### config.mk
export PLATFORM = sky130hd
export DESIGN_NAME = motor_feedback_tracker
export DESIGN_NICKNAME = d
export VERILOG_FILES = /design/src/design/mft_pkg.sv /design/src/design/mft_front.sv /design/src/design/mft_scale.sv /design/src/design/mft_back.sv /design/src/design/mft_outq.sv /design/src/design/motor_feedback_tracker.sv
export VERILOG_INCLUDE_DIRS = /design/src /design/src/design
export SDC_FILE = /design/constraint.sdc
export NUM_CORES = 2
export LEC_CHECK = 0
export ABC_AREA = 1
export BUFFER_PORTS_ARGS = -buffer_cell sky130_fd_sc_hd__buf_4
export CAP_MARGIN = 20
export CORE_UTILIZATION = 65
export CTS_CLUSTER_SIZE = 25
export DETAILED_ROUTE_END_ITERATION = 8
export PLACE_DENSITY = 0.9
export RECOVER_POWER = 25
export SLEW_MARGIN = 20
export SYNTH_ARGS = -nofsm -noshare
export SYNTH_HDL_FRONTEND = slang
export SYNTH_HIERARCHICAL = 1
export SYNTH_SLANG_ARGS = --single-unit
### constraint.sdc
create_clock -name clk -period 20.5 [get_ports clk]
set_input_delay 3.075 -clock clk [delete_from_list [all_inputs] [get_ports clk]]
set_output_delay 3.075 -clock clk [all_outputs]
set_load 0.005 [all_outputs]
### src/design/assert_macros.svh
// Assertion macros used by the tracker back end (mft_back).
// Depends on nothing; users must have clk and rst in scope.
`ifndef ASSERT_MACROS_SVH
`define ASSERT_MACROS_SVH

// Same-cycle implication, checked while out of reset.
`define ASSERT_IMP(lbl, ante, cons) \
  lbl: assert property (@(posedge clk) disable iff (rst) (ante) |-> (cons)) \
    else $error("implication check failed");

// Next-cycle implication, checked while out of reset.
`define ASSERT_NEXT(lbl, ante, cons) \
  lbl: assert property (@(posedge clk) disable iff (rst) (ante) |=> (cons)) \
    else $error("next-cycle check failed");

`endif

### src/design/mft_pkg.sv
// Shared types and constants of the motor feedback tracker.
// Depends on nothing; used by every module of the tracker.
package mft_pkg;

  localparam int MOTOR_SLOTS = 4;
  localparam int SLOT_W = 2;
  localparam int CNT_W = $clog2(MOTOR_SLOTS + 1);

  localparam logic OP_FRAME = 1'b0;
  localparam logic OP_TICK = 1'b1;

  localparam logic [4:0] TYPE_FEEDBACK = 5'h02;
  localparam logic [4:0] TYPE_REPORT = 5'h18;

  localparam logic [23:0] POS_LIMIT_Q16 = 24'd823788;
  localparam logic [15:0] SPEED_DEFAULT_Q88 = 16'd11264;
  localparam logic [15:0] TORQUE_DEFAULT_Q88 = 16'd4352;
  localparam logic [3:0] RETRY_PERIOD = 4'd10;
  localparam logic [15:0] AGE_MAX = 16'hFFFF;
  localparam logic [15:0] DIV_CONST = 16'hFFFF;
  localparam logic [15:0] ROUND_HALF = 16'd32767;
  localparam logic [3:0] FULL_FRAME_LEN = 4'd8;

  localparam logic [2:0] KIND_IGNORED = 3'd0;
  localparam logic [2:0] KIND_ONLINE = 3'd1;
  localparam logic [2:0] KIND_FEEDBACK = 3'd2;
  localparam logic [2:0] KIND_REENABLE = 3'd3;
  localparam logic [2:0] KIND_TICK_DONE = 3'd4;

  localparam logic [1:0] WORD_POS = 2'd0;
  localparam logic [1:0] WORD_VEL = 2'd1;
  localparam logic [1:0] WORD_TOR = 2'd2;
  localparam logic [1:0] WORD_END = 2'd3;

  localparam logic [2:0] REG_SLOT_MOTOR_IDS = 3'd0;
  localparam logic [2:0] REG_SLOT_COUNT = 3'd1;
  localparam logic [2:0] REG_ENABLED_MASK = 3'd2;
  localparam logic [2:0] REG_SPEED_LIMITS = 3'd3;
  localparam logic [2:0] REG_TORQUE_LIMITS = 3'd4;
  localparam logic [2:0] REG_TIMEOUT_TICKS = 3'd5;

  typedef struct packed {
    logic              is_tick;
    logic              hit;
    logic [SLOT_W-1:0] slot;
    logic              has_data;
    logic [15:0]       raw_position;
    logic [15:0]       raw_velocity;
    logic [15:0]       raw_torque;
  } cmd_t;

  typedef struct packed {
    logic [2:0]        kind;
    logic [1:0]        slot;
    logic signed [31:0] position;
    logic signed [31:0] velocity;
    logic signed [31:0] torque;
    logic [3:0]        online_mask;
    logic              last;
  } res_t;

endpackage

### src/design/mft_front.sv
// Front end: takes input beats, decodes frame type and slot match.
// Holds a two-entry command queue toward the back end; uses mft_pkg.
module mft_front (
  input  logic                      clk,
  input  logic                      rst,
  input  logic                      push,
  output logic                      full,
  input  logic                      op,
  input  logic [31:0]               frame_id,
  input  logic [3:0]                frame_len,
  input  logic [15:0]               raw_position,
  input  logic [15:0]               raw_velocity,
  input  logic [15:0]               raw_torque,
  input  logic [31:0]               slot_motor_ids,
  input  logic [mft_pkg::CNT_W-1:0] n_active,
  output logic                      cmd_valid,
  output mft_pkg::cmd_t             cmd,
  input  logic                      cmd_pop
);

  mft_pkg::cmd_t cls;
  mft_pkg::cmd_t q [2];
  logic          wr_ptr;
  logic          rd_ptr;
  logic [1:0]    cnt;
  logic          do_push;
  logic          do_pop;
  logic          type_ok;
  logic [7:0]    motor;

  always_comb begin
    type_ok = (frame_id[28:24] == mft_pkg::TYPE_FEEDBACK) ||
              (frame_id[28:24] == mft_pkg::TYPE_REPORT);
    motor = frame_id[15:8];
    cls.is_tick = op;
    cls.hit = 1'b0;
    cls.slot = '0;
    cls.has_data = (frame_len >= mft_pkg::FULL_FRAME_LEN);
    cls.raw_position = raw_position;
    cls.raw_velocity = raw_velocity;
    cls.raw_torque = raw_torque;
    for (int i = mft_pkg::MOTOR_SLOTS - 1; i >= 0; i--) begin
      if (!op && type_ok && (mft_pkg::CNT_W'(i) < n_active) &&
          (slot_motor_ids[8*i +: 8] == motor)) begin
        cls.hit = 1'b1;
        cls.slot = mft_pkg::SLOT_W'(i);
      end
    end
  end

  assign full = (cnt == 2'd2);
  assign cmd_valid = (cnt != 2'd0);
  assign cmd = q[rd_ptr];
  assign do_push = push && !full;
  assign do_pop = cmd_pop && cmd_valid;

  always_ff @(posedge clk) begin
    if (rst) begin
      wr_ptr <= 1'b0;
      rd_ptr <= 1'b0;
      cnt <= 2'd0;
    end else begin
      if (do_push) begin
        q[wr_ptr] <= cls;
        wr_ptr <= !wr_ptr;
      end
      if (do_pop) begin
        rd_ptr <= !rd_ptr;
      end
      cnt <= cnt + {1'b0, do_push} - {1'b0, do_pop};
    end
  end

endmodule

### src/design/mft_scale.sv
// Three-stage pipelined scaler: maps a raw word onto +/- limit in Q16.16.
// Divides by 65535 with two folding steps and one correction; uses mft_pkg.
module mft_scale (
  input  logic               clk,
  input  logic               rst,
  input  logic               in_valid,
  input  logic [1:0]         in_tag,
  input  logic [15:0]        raw,
  input  logic [23:0]        limit,
  output logic               out_valid,
  output logic [1:0]         out_tag,
  output logic signed [31:0] value,
  output logic               busy
);

  logic        va, vb;
  logic [1:0]  tag_a, tag_b;
  logic        neg_a, neg_b;
  logic [39:0] prod_a;
  logic [24:0] q0_b;
  logic [25:0] r_b;
  logic [16:0] two_raw;
  logic [16:0] span;
  logic [40:0] y;
  logic [24:0] q0;
  logic [9:0]  q1;
  logic [16:0] r2;
  logic [24:0] q;

  always_comb begin
    two_raw = {raw, 1'b0};
    span = raw[15] ? (two_raw - {1'b0, mft_pkg::DIV_CONST})
                   : ({1'b0, mft_pkg::DIV_CONST} - two_raw);
    y = {1'b0, prod_a} + {25'd0, mft_pkg::ROUND_HALF};
    q0 = y[40:16];
    q1 = r_b[25:16];
    r2 = {1'b0, r_b[15:0]} + {7'd0, q1};
    q = q0_b + {15'd0, q1} + {24'd0, (r2 >= {1'b0, mft_pkg::DIV_CONST})};
  end

  always_ff @(posedge clk) begin
    if (rst) begin
      va <= 1'b0;
      vb <= 1'b0;
      out_valid <= 1'b0;
    end else begin
      va <= in_valid;
      vb <= va;
      out_valid <= vb;
    end
    tag_a <= in_tag;
    neg_a <= !raw[15];
    prod_a <= span[15:0] * limit;
    tag_b <= tag_a;
    neg_b <= neg_a;
    q0_b <= q0;
    r_b <= {10'd0, y[15:0]} + {1'b0, q0};
    out_tag <= tag_b;
    value <= neg_b ? -$signed({7'd0, q}) : $signed({7'd0, q});
  end

  assign busy = va || vb || out_valid;

endmodule

### src/design/mft_back.sv
// Back end: owns slot state, executes frame and tick commands, emits results.
// Uses mft_pkg, mft_scale and the assertion macros.
`include "assert_macros.svh"

module mft_back (
  input  logic                      clk,
  input  logic                      rst,
  input  logic                      cmd_valid,
  input  mft_pkg::cmd_t             cmd,
  output logic                      cmd_pop,
  input  logic [mft_pkg::CNT_W-1:0] n_active,
  input  logic [3:0]                enabled_mask,
  input  logic [63:0]               speed_limits,
  input  logic [63:0]               torque_limits,
  input  logic [15:0]               timeout_ticks,
  input  logic                      res_full,
  output logic                      res_push,
  output mft_pkg::res_t             res
);

  typedef enum logic [2:0] {
    S_IDLE, S_SCALE, S_FRAME_OUT, S_WALK, S_REQ, S_TICK_OUT
  } state_t;

  state_t                      state;
  mft_pkg::cmd_t               cur;
  logic [mft_pkg::CNT_W-1:0]   idx;
  logic [1:0]                  s_cnt;
  logic [3:0]                  online;
  logic [mft_pkg::MOTOR_SLOTS-1:0] req;
  logic [15:0]                 age [mft_pkg::MOTOR_SLOTS];
  logic [3:0]                  retry [mft_pkg::MOTOR_SLOTS];
  logic signed [31:0]          pos_q, vel_q, tor_q;

  logic [mft_pkg::SLOT_W-1:0]  w;
  logic [15:0]                 age_inc;
  logic                        on_w;
  logic                        want;
  logic                        fire;
  logic [3:0]                  retry_nx;
  logic [15:0]                 spd_sel, trq_sel;
  logic                        sc_in_valid;
  logic [15:0]                 sc_raw;
  logic [23:0]                 sc_limit;
  logic                        sc_out_valid;
  logic [1:0]                  sc_out_tag;
  logic signed [31:0]          sc_value;
  logic                        sc_busy;
  logic                        req_end;

  always_comb begin
    w = idx[mft_pkg::SLOT_W-1:0];
    age_inc = (age[w] == mft_pkg::AGE_MAX) ? age[w] : age[w] + 16'd1;
    on_w = online[w] && !(age_inc > timeout_ticks);
    want = !on_w && enabled_mask[w];
    fire = want && (retry[w] == mft_pkg::RETRY_PERIOD);
    retry_nx = fire ? 4'd0 : (want ? retry[w] + 4'd1 : retry[w]);
    req_end = (idx == mft_pkg::CNT_W'(mft_pkg::MOTOR_SLOTS));
  end

  always_comb begin
    spd_sel = speed_limits[16*cur.slot +: 16];
    trq_sel = torque_limits[16*cur.slot +: 16];
    if (spd_sel == 16'd0) begin
      spd_sel = mft_pkg::SPEED_DEFAULT_Q88;
    end
    if (trq_sel == 16'd0) begin
      trq_sel = mft_pkg::TORQUE_DEFAULT_Q88;
    end
    sc_in_valid = (state == S_SCALE) && (s_cnt != mft_pkg::WORD_END);
    case (s_cnt)
      mft_pkg::WORD_POS: begin
        sc_raw = cur.raw_position;
        sc_limit = mft_pkg::POS_LIMIT_Q16;
      end
      mft_pkg::WORD_VEL: begin
        sc_raw = cur.raw_velocity;
        sc_limit = {spd_sel, 8'd0};
      end
      default: begin
        sc_raw = cur.raw_torque;
        sc_limit = {trq_sel, 8'd0};
      end
    endcase
  end

  mft_scale u_scale (
    .clk       (clk),
    .rst       (rst),
    .in_valid  (sc_in_valid),
    .in_tag    (s_cnt),
    .raw       (sc_raw),
    .limit     (sc_limit),
    .out_valid (sc_out_valid),
    .out_tag   (sc_out_tag),
    .value     (sc_value),
    .busy      (sc_busy)
  );

  always_comb begin
    res = '0;
    res.online_mask = online;
    res_push = 1'b0;
    case (state)
      S_FRAME_OUT: begin
        res_push = !res_full;
        res.last = 1'b1;
        if (cur.hit) begin
          res.slot = cur.slot;
          if (cur.has_data) begin
            res.kind = mft_pkg::KIND_FEEDBACK;
            res.position = pos_q;
            res.velocity = vel_q;
            res.torque = tor_q;
          end else begin
            res.kind = mft_pkg::KIND_ONLINE;
          end
        end else begin
          res.kind = mft_pkg::KIND_IGNORED;
        end
      end
      S_REQ: begin
        res.kind = mft_pkg::KIND_REENABLE;
        res.slot = w;
        res_push = !req_end && req[w] && !res_full;
      end
      S_TICK_OUT: begin
        res.kind = mft_pkg::KIND_TICK_DONE;
        res.last = 1'b1;
        res_push = !res_full;
      end
      default: begin
        res_push = 1'b0;
      end
    endcase
  end

  assign cmd_pop = (state == S_IDLE) && cmd_valid;

  always_ff @(posedge clk) begin
    if (rst) begin
      state <= S_IDLE;
      idx <= '0;
      s_cnt <= mft_pkg::WORD_POS;
      online <= 4'd0;
      req <= '0;
      for (int i = 0; i < mft_pkg::MOTOR_SLOTS; i++) begin
        age[i] <= 16'd0;
        retry[i] <= 4'd0;
      end
    end else begin
      case (state)
        S_IDLE: begin
          if (cmd_valid) begin
            cur <= cmd;
            idx <= '0;
            s_cnt <= mft_pkg::WORD_POS;
            req <= '0;
            if (cmd.is_tick) begin
              state <= S_WALK;
            end else if (cmd.hit) begin
              online[cmd.slot] <= 1'b1;
              age[cmd.slot] <= 16'd0;
              state <= cmd.has_data ? S_SCALE : S_FRAME_OUT;
            end else begin
              state <= S_FRAME_OUT;
            end
          end
        end
        S_SCALE: begin
          if (sc_in_valid) begin
            s_cnt <= s_cnt + 2'd1;
          end
          if (sc_out_valid) begin
            case (sc_out_tag)
              mft_pkg::WORD_POS: pos_q <= sc_value;
              mft_pkg::WORD_VEL: vel_q <= sc_value;
              default: tor_q <= sc_value;
            endcase
            if (sc_out_tag == mft_pkg::WORD_TOR) begin
              state <= S_FRAME_OUT;
            end
          end
        end
        S_FRAME_OUT: begin
          if (!res_full) begin
            state <= S_IDLE;
          end
        end
        S_WALK: begin
          if (idx < n_active) begin
            age[w] <= age_inc;
            online[w] <= on_w;
            retry[w] <= retry_nx;
            req[w] <= fire;
            idx <= idx + mft_pkg::CNT_W'(1);
          end else begin
            idx <= '0;
            state <= S_REQ;
          end
        end
        S_REQ: begin
          if (req_end) begin
            state <= S_TICK_OUT;
          end else if (!req[w] || !res_full) begin
            idx <= idx + mft_pkg::CNT_W'(1);
          end
        end
        S_TICK_OUT: begin
          if (!res_full) begin
            state <= S_IDLE;
          end
        end
        default: begin
          state <= S_IDLE;
        end
      endcase
    end
  end

  `ASSERT_IMP(a_idle_scaler_empty, state == S_IDLE, !sc_busy)
  `ASSERT_NEXT(a_last_returns_idle, res_push && res.last, state == S_IDLE)
  `ASSERT_IMP(a_walk_in_range, state == S_WALK, idx <= n_active)
  `ASSERT_IMP(a_scale_only_in_scale, sc_out_valid, state == S_SCALE)

endmodule

### src/design/mft_outq.sv
// Four-entry result queue between the back end and the result ports.
// Shows the oldest result while not empty; uses mft_pkg.
module mft_outq (
  input  logic          clk,
  input  logic          rst,
  input  logic          wr,
  input  mft_pkg::res_t din,
  output logic          full,
  output logic          empty,
  input  logic          rd,
  output mft_pkg::res_t dout
);

  mft_pkg::res_t mem [4];
  logic [1:0]    wr_ptr;
  logic [1:0]    rd_ptr;
  logic [2:0]    cnt;
  logic          do_wr;
  logic          do_rd;

  assign full = (cnt == 3'd4);
  assign empty = (cnt == 3'd0);
  assign dout = mem[rd_ptr];
  assign do_wr = wr && !full;
  assign do_rd = rd && !empty;

  always_ff @(posedge clk) begin
    if (rst) begin
      wr_ptr <= 2'd0;
      rd_ptr <= 2'd0;
      cnt <= 3'd0;
    end else begin
      if (do_wr) begin
        mem[wr_ptr] <= din;
        wr_ptr <= wr_ptr + 2'd1;
      end
      if (do_rd) begin
        rd_ptr <= rd_ptr + 2'd1;
      end
      cnt <= cnt + {2'd0, do_wr} - {2'd0, do_rd};
    end
  end

endmodule

### src/design/motor_feedback_tracker.sv
// Top level of the motor feedback tracker: configuration registers and wiring.
// Depends on mft_pkg, mft_front, mft_back (with mft_scale) and mft_outq.
//
//   Channel   Handshake            Payload
//   input     push / full          op, frame_id, frame_len, raw_* words
//   result    empty / pop          kind, slot, position, velocity, torque,
//                                  online_mask, last
//   config    cfg_write            cfg_index, cfg_data
//
// A frame beat without data goes from being taken straight to its result; with data,
// the three words first enter the three-stage scaler on consecutive cycles.
// A tick beat is taken, then the walk steps over the active slots, then the
// re-enable requests of all four slots are visited in turn, then the result.
// Synchronous reset clears all slot state and loads register defaults.
// A full result queue stalls the back end; the two-entry front queue fills behind it.
module motor_feedback_tracker (
  input  logic               clk,
  input  logic               rst,
  input  logic               push,
  output logic               full,
  input  logic               op,
  input  logic [31:0]        frame_id,
  input  logic [3:0]         frame_len,
  input  logic [15:0]        raw_position,
  input  logic [15:0]        raw_velocity,
  input  logic [15:0]        raw_torque,
  output logic               empty,
  input  logic               pop,
  output logic [2:0]         kind,
  output logic [1:0]         slot,
  output logic signed [31:0] position,
  output logic signed [31:0] velocity,
  output logic signed [31:0] torque,
  output logic [3:0]         online_mask,
  output logic               last,
  input  logic               cfg_write,
  input  logic [2:0]         cfg_index,
  input  logic [63:0]        cfg_data
);

  logic [31:0]               slot_motor_ids;
  logic [2:0]                slot_count;
  logic [3:0]                enabled_mask;
  logic [63:0]               speed_limits;
  logic [63:0]               torque_limits;
  logic [15:0]               timeout_ticks;
  logic [mft_pkg::CNT_W-1:0] n_active;
  logic                      cmd_valid;
  mft_pkg::cmd_t             cmd;
  logic                      cmd_pop;
  logic                      res_full;
  logic                      res_push;
  mft_pkg::res_t             res;
  mft_pkg::res_t             head;

  always_ff @(posedge clk) begin
    if (rst) begin
      slot_motor_ids <= 32'd0;
      slot_count <= 3'd0;
      enabled_mask <= 4'd0;
      speed_limits <= 64'd0;
      torque_limits <= 64'd0;
      timeout_ticks <= 16'd50;
    end else if (cfg_write) begin
      case (cfg_index)
        mft_pkg::REG_SLOT_MOTOR_IDS: slot_motor_ids <= cfg_data[31:0];
        mft_pkg::REG_SLOT_COUNT: slot_count <= cfg_data[2:0];
        mft_pkg::REG_ENABLED_MASK: enabled_mask <= cfg_data[3:0];
        mft_pkg::REG_SPEED_LIMITS: speed_limits <= cfg_data;
        mft_pkg::REG_TORQUE_LIMITS: torque_limits <= cfg_data;
        mft_pkg::REG_TIMEOUT_TICKS: timeout_ticks <= cfg_data[15:0];
        default: begin
        end
      endcase
    end
  end

  assign n_active = ({1'b0, slot_count} > (mft_pkg::CNT_W + 1)'(mft_pkg::MOTOR_SLOTS))
                  ? mft_pkg::CNT_W'(mft_pkg::MOTOR_SLOTS)
                  : mft_pkg::CNT_W'(slot_count);

  mft_front u_front (
    .clk            (clk),
    .rst            (rst),
    .push           (push),
    .full           (full),
    .op             (op),
    .frame_id       (frame_id),
    .frame_len      (frame_len),
    .raw_position   (raw_position),
    .raw_velocity   (raw_velocity),
    .raw_torque     (raw_torque),
    .slot_motor_ids (slot_motor_ids),
    .n_active       (n_active),
    .cmd_valid      (cmd_valid),
    .cmd            (cmd),
    .cmd_pop        (cmd_pop)
  );

  mft_back u_back (
    .clk           (clk),
    .rst           (rst),
    .cmd_valid     (cmd_valid),
    .cmd           (cmd),
    .cmd_pop       (cmd_pop),
    .n_active      (n_active),
    .enabled_mask  (enabled_mask),
    .speed_limits  (speed_limits),
    .torque_limits (torque_limits),
    .timeout_ticks (timeout_ticks),
    .res_full      (res_full),
    .res_push      (res_push),
    .res           (res)
  );

  mft_outq u_outq (
    .clk   (clk),
    .rst   (rst),
    .wr    (res_push),
    .din   (res),
    .full  (res_full),
    .empty (empty),
    .rd    (pop),
    .dout  (head)
  );

  assign kind = head.kind;
  assign slot = head.slot;
  assign position = head.position;
  assign velocity = head.velocity;
  assign torque = head.torque;
  assign online_mask = head.online_mask;
  assign last = head.last;

endmodule
# After elaboration in Yosys (flattened, before gate mapping)
# Memories as Yosys holds them, arrays and structs flattened. A register that Yosys moved wholly into a read port is not among the register bits.
# Cells that the tools add are included.
# op_classes
n_eq_ne	37
addsub	18
n_reduce_logical	66
bitwise_logic	3
multipliers	1
n_mux	96
magnitude_cmp	13
shift	2
# op_table
op	n
$mux W96	2
$shiftx A64 B7 Y16	2
$mux W98	1
$mux W16	6
$mux W3	17
$pmux W24 S2	1
$add A40 B15 Y41 const B	1
$mul A16 B24 Y40	1
$mux W4	9
$eq A8 B8 Y1	4
$logic_not A16 Y1	2
$neg A25 Y32	1
$pmux W16 S2	1
$reduce_or A16 Y1	2
$mux W1	29
$mux W2	14
$add A16 B25 Y26	1
$add A25 B1 Y25	1
$add A25 B10 Y25	1
$mux W25	1
$logic_and A1 B1 Y1	22
$eq A3 B3 Y1 const B	6
$pmux W3 S3	2
$add A16 B10 Y17	1
other kinds (51)	108
# word_totals
memories	4
word_cells	279
out_inout_bits	108
mem_bits_rw	610
reg_bits	492
input_bits	157
# mem_list
memory	words	width	rd	rd_clocked_by_memory_dff	wr	line_no	text
u_outq.mem	4	106	1	1	1	mft_outq.sv:14	mft_pkg::res_t mem [4];
u_front.q	2	53	1	1	1	mft_front.sv:22	mft_pkg::cmd_t q [2];
u_back.age	4	16	1	1	4	mft_back.sv:31	logic [15:0] age [mft_pkg::MOTOR_SLOTS];
u_back.retry	4	4	1	1	4	mft_back.sv:32	logic [3:0] retry [mft_pkg::MOTOR_SLOTS];

# Depth between registers and ports, before layout
# depth
ltp_word	11
depth_mapped	38
depth_no_buf	35

# By module
# The synthesis kept the hierarchy.
# by_module_without_submodules
mod	area_per_inst_um2	cells_each	seq_area_each_um2	n_inst
mft_scale	19612.6	2586	2682.6	1
mft_outq	16185.5	1094	12912.4	1
mft_back	12615.8	1449	7206.9	1
motor_feedback_tracker	7392.1	1078	3663.5	1
mft_front	4703.3	352	3283.1	1

# Worst setup path after synthesis
# No wires, ideal clock.
# synth_path
kind	input -> register
start	input rst
end	memory u_outq/mem[0][0] in the netlist's numbering, enable pin
required_time_ns	19.928
path_buffers	0
setup_time_ns	0.572
path_slack_ns	12.157
arrival_ns	7.770
path_stages	3
cell_sequence	inv_1 > nand3_1 > nor2_1
# synth_via
elab_chain_cells	2
# synth_rtl
item	line_no	text
start, declared	motor_feedback_tracker.sv:18	input logic rst,
$mux W1	mft_outq.sv:28	if (rst) begin
$mux W1 (not written as such)	mft_outq.sv:34	mem[wr_ptr] <= din;
end, declared	mft_outq.sv:14	
# No other way between the ends.

# Worst setup path after layout
# layout_path
start	register u_back/cur[49] in the netlist's numbering
end	register u_back.u_scale.prod_a[34]
# layout_via
elab_chain_cells	5
# layout_rtl
item	line_no	text
start, declared	mft_back.sv:26	mft_pkg::cmd_t cur;
start signal, assigned	mft_back.sv:155	cur <= cmd;
$shiftx A64 B7 Y16 (on tied branches)	mft_back.sv:63, mft_back.sv:62	
$logic_not A16 Y1 (on tied branches)	mft_back.sv:67, mft_back.sv:64	
$mux W16 (on tied branches)	mft_back.sv:67, mft_back.sv:64	
$pmux W24 S2 (*)	mft_back.sv:71	case (s_cnt)
via u_back.sc_limit[19]	mft_back.sv:44	logic [23:0] sc_limit;
$mul A16 B24 Y40 (*)	mft_scale.sv:53	prod_a <= span[15:0] * limit;
end signal, assigned	mft_scale.sv:53	
end, declared	mft_scale.sv:19	logic [39:0] prod_a;
# The timed path passes the listed nets; every way through them passes the cells marked *.
# A chain may end at the register's enable or synchronous reset.

==> reports/metrics.csv <==
stage,metric,value,unit
sta,TNS Setup,0,ps
sta,Worst Skew,67.7,ps
floorplanning,Initial Utilization,65.8,%
floorplanning,Core Area,91900,sq um
sta,Slew @ Worst Pin,3290,ps
cells_and_area,"most common cell after layout, fill and taps aside",nand2_1,
hold_path,Worst Hold Class,flop to flop,
place,final RePlAce weighted congestion,0.950,
sta,WHS,309,ps
global_route,initial antenna violation count,4,
worst_setup_path,critical path's slowest cell,clkbuf_1,
sta,RSZ-0062 raised after global routing,false,
place,HPWL after detailed placement,103000,microns
floorplanning,Top Ports,265,
clocking,Skew-Pair Late Insertion Delay,740,ps
worst_setup_path,Worst R2R End,u_back/u_scale/prod_a[34],
detailed_routing,vias per cell,5.88,
cells_and_area,fraction of layout cells with a size suffix above 1,9.12,%
global_route,grt ovf,0,
hold_path,min-delay src,u_back/u_scale/tag_a[1],
run,Max-cap violations,7,
cells_and_area,Layout area overhead,10.3,%
clocking,hold buffer count at CTS,0,
cells_and_area,most frequent cells in the layout,"nand2_1, nor2_1, inv_1, edfxtp_1, nand3_1",
detailed_routing,post-route ant nets,0,
worst_setup_path,CP max FO,68,
floorplanning,Chip Height,307,microns
yosys,Mapped Cells,6557,
yosys,Post-Syn Area,60500,sq um
sta,setup violators final,0,
worst_setup_path,Worst path max stage delay,2240,ps
clocking,TritonCTS Buffers,107,
hold_path,hold path cells,0,
detailed_routing,DRC viols,9,
cells_and_area,final core utilization,72.6,%
clocking,H-tree lvl count,3,
place,"Cell Area, Placed",63100,sq um
detailed_routing,DR pass1 iterations,9,
hold_path,Worst Hold End,u_back/u_scale/tag_b[1],
status,status,finished with violations,
yosys,synth warn,6,
sta,max-slew violations,344,
worst_setup_path,R2R depth,32,
worst_setup_path,Critical Path AT,11900,ps
clocking,CTS Root Cell,clkbuf_16,
sta,fmax,88.3,MHz
clocking,"CTS clk-pin slew, worst paths",60,ps
detailed_routing,detailed-route via count,47300,
clocking,setup bufs post-CTS,0,
clocking,Post-CTS Resized,0,
global_route,number of global-route vias before repair,47000,
sta,max_slew headroom,-119,%
worst_setup_path,most numerous cell on the critical path,nand2_1,
cells_and_area,NumNets Final,7367,
sta,endpoints failing hold,0,
global_route,first-pass GRT wire length,249000,microns
sta,final cycle utilization of the critical path,55.2,%
global_route,largest net degree at the start of global routing,114,
clocking,# clock sinks,1107,
floorplanning,FP Rows,111,
worst_setup_path,"reg-to-reg slack, setup",9170,ps
cells_and_area,post-route cell area,66700,sq um
detailed_routing,drt wl/cell,19.7,microns
worst_setup_path,WP data required,21070,ps
sta,Tmin final,11330,ps
worst_setup_path,Worst setup EP type,flop,
global_route,gr usage total,33.8,%
floorplanning,DIE WIDTH,307,microns
detailed_routing,Initial DRC Count,6179,
worst_setup_path,CP Launch Type,flop,
worst_setup_path,critical path's top delay family,buffers and inverters,
status,failing checks,"DRC, capacitance limit, slew limit",
clocking,CTS tree,done,
clocking,maximum clock path buffer count,3,
place,number of port buffers,242,
worst_setup_path,Worst R2R Start,u_back/cur[49],
worst_setup_path,Crit Path Class,flop to flop,
floorplanning,die area,94300,sq um
yosys,syn_area_per_cell,9.23,sq um
detailed_routing,"wirelength, routed",159000,microns
worst_setup_path,Buf/Inv on CP,7,
registers in the layout, summed over array words and instances, names as in the netlist, 16 cells and up, named ones only:
| register | count |
|---|---|
| slot_motor_ids | 32 |
| speed_limits | 64 |
| u_outq/mem | 424 |
| u_back/cur | 52 |
| u_back/pos_q | 32 |
| u_back/u_scale/value | 32 |
| u_back/u_scale/prod_a | 40 |
| u_front/q | 106 |
| torque_limits | 64 |
| u_back/vel_q | 32 |
| timeout_ticks | 16 |
| u_back/u_scale/r_b | 26 |
| u_back/tor_q | 32 |
| u_back/retry | 16 |
| u_back/u_scale/q0_b | 25 |
| u_back/age | 64 |
stage by stage:
step	std cells	worst slack, ps
after CTS	8050	11540
after global placement	7847	11920
after detailed placement	7848	11650
after floorplan	6573	12160
final	8051	9170
after global routing	8050	8470
layout make-up:
| type | instances | area, sq um |
|---|---|---|
| flip-flops and latches | 1107 | 29800 |
| multi-input cells | 4297 | 26200 |
| fillers | 5997 | 25200 |
| inverters | 906 | 3410 |
| clock buffers | 146 | 2960 |
| repair buffers | 295 | 2200 |
| well taps | 1243 | 1560 |
| clock inverters | 56 | 668 |
| diodes | 1 | 2.50 |
per-layer routing:
metal,GRT usage [%],wire (microns),vias to the layer above
met5,0,40,-
met4,17.9,9280,6
met3,6.20,16800,631
met2,55.8,75500,2974
met1,42.5,57000,22300
li1,-,-,21400
how the worst max path moves through the flow:
stage                     from                         to  slack (ps)  cells past startpoint
6_report        u_back/cur[49]  u_back/u_scale/prod_a[34]        9170                     32
5_1_grt         u_back/cur[49]  u_back/u_scale/prod_a[34]        8470                     32
4_1_cts        u_back/s_cnt[0]  u_back/u_scale/prod_a[32]       11540                     29
3_5_place_dp   u_back/s_cnt[0]  u_back/u_scale/prod_a[36]       11650                     29
3_3_place_gp   u_back/s_cnt[0]  u_back/u_scale/prod_a[29]       11920                     33
2_1_floorplan              rst           u_outq/mem[0][0]       12160                      3
Power is not shown: default switching activity piles up to over one toggle a cycle in this logic, so the estimate is an artifact.
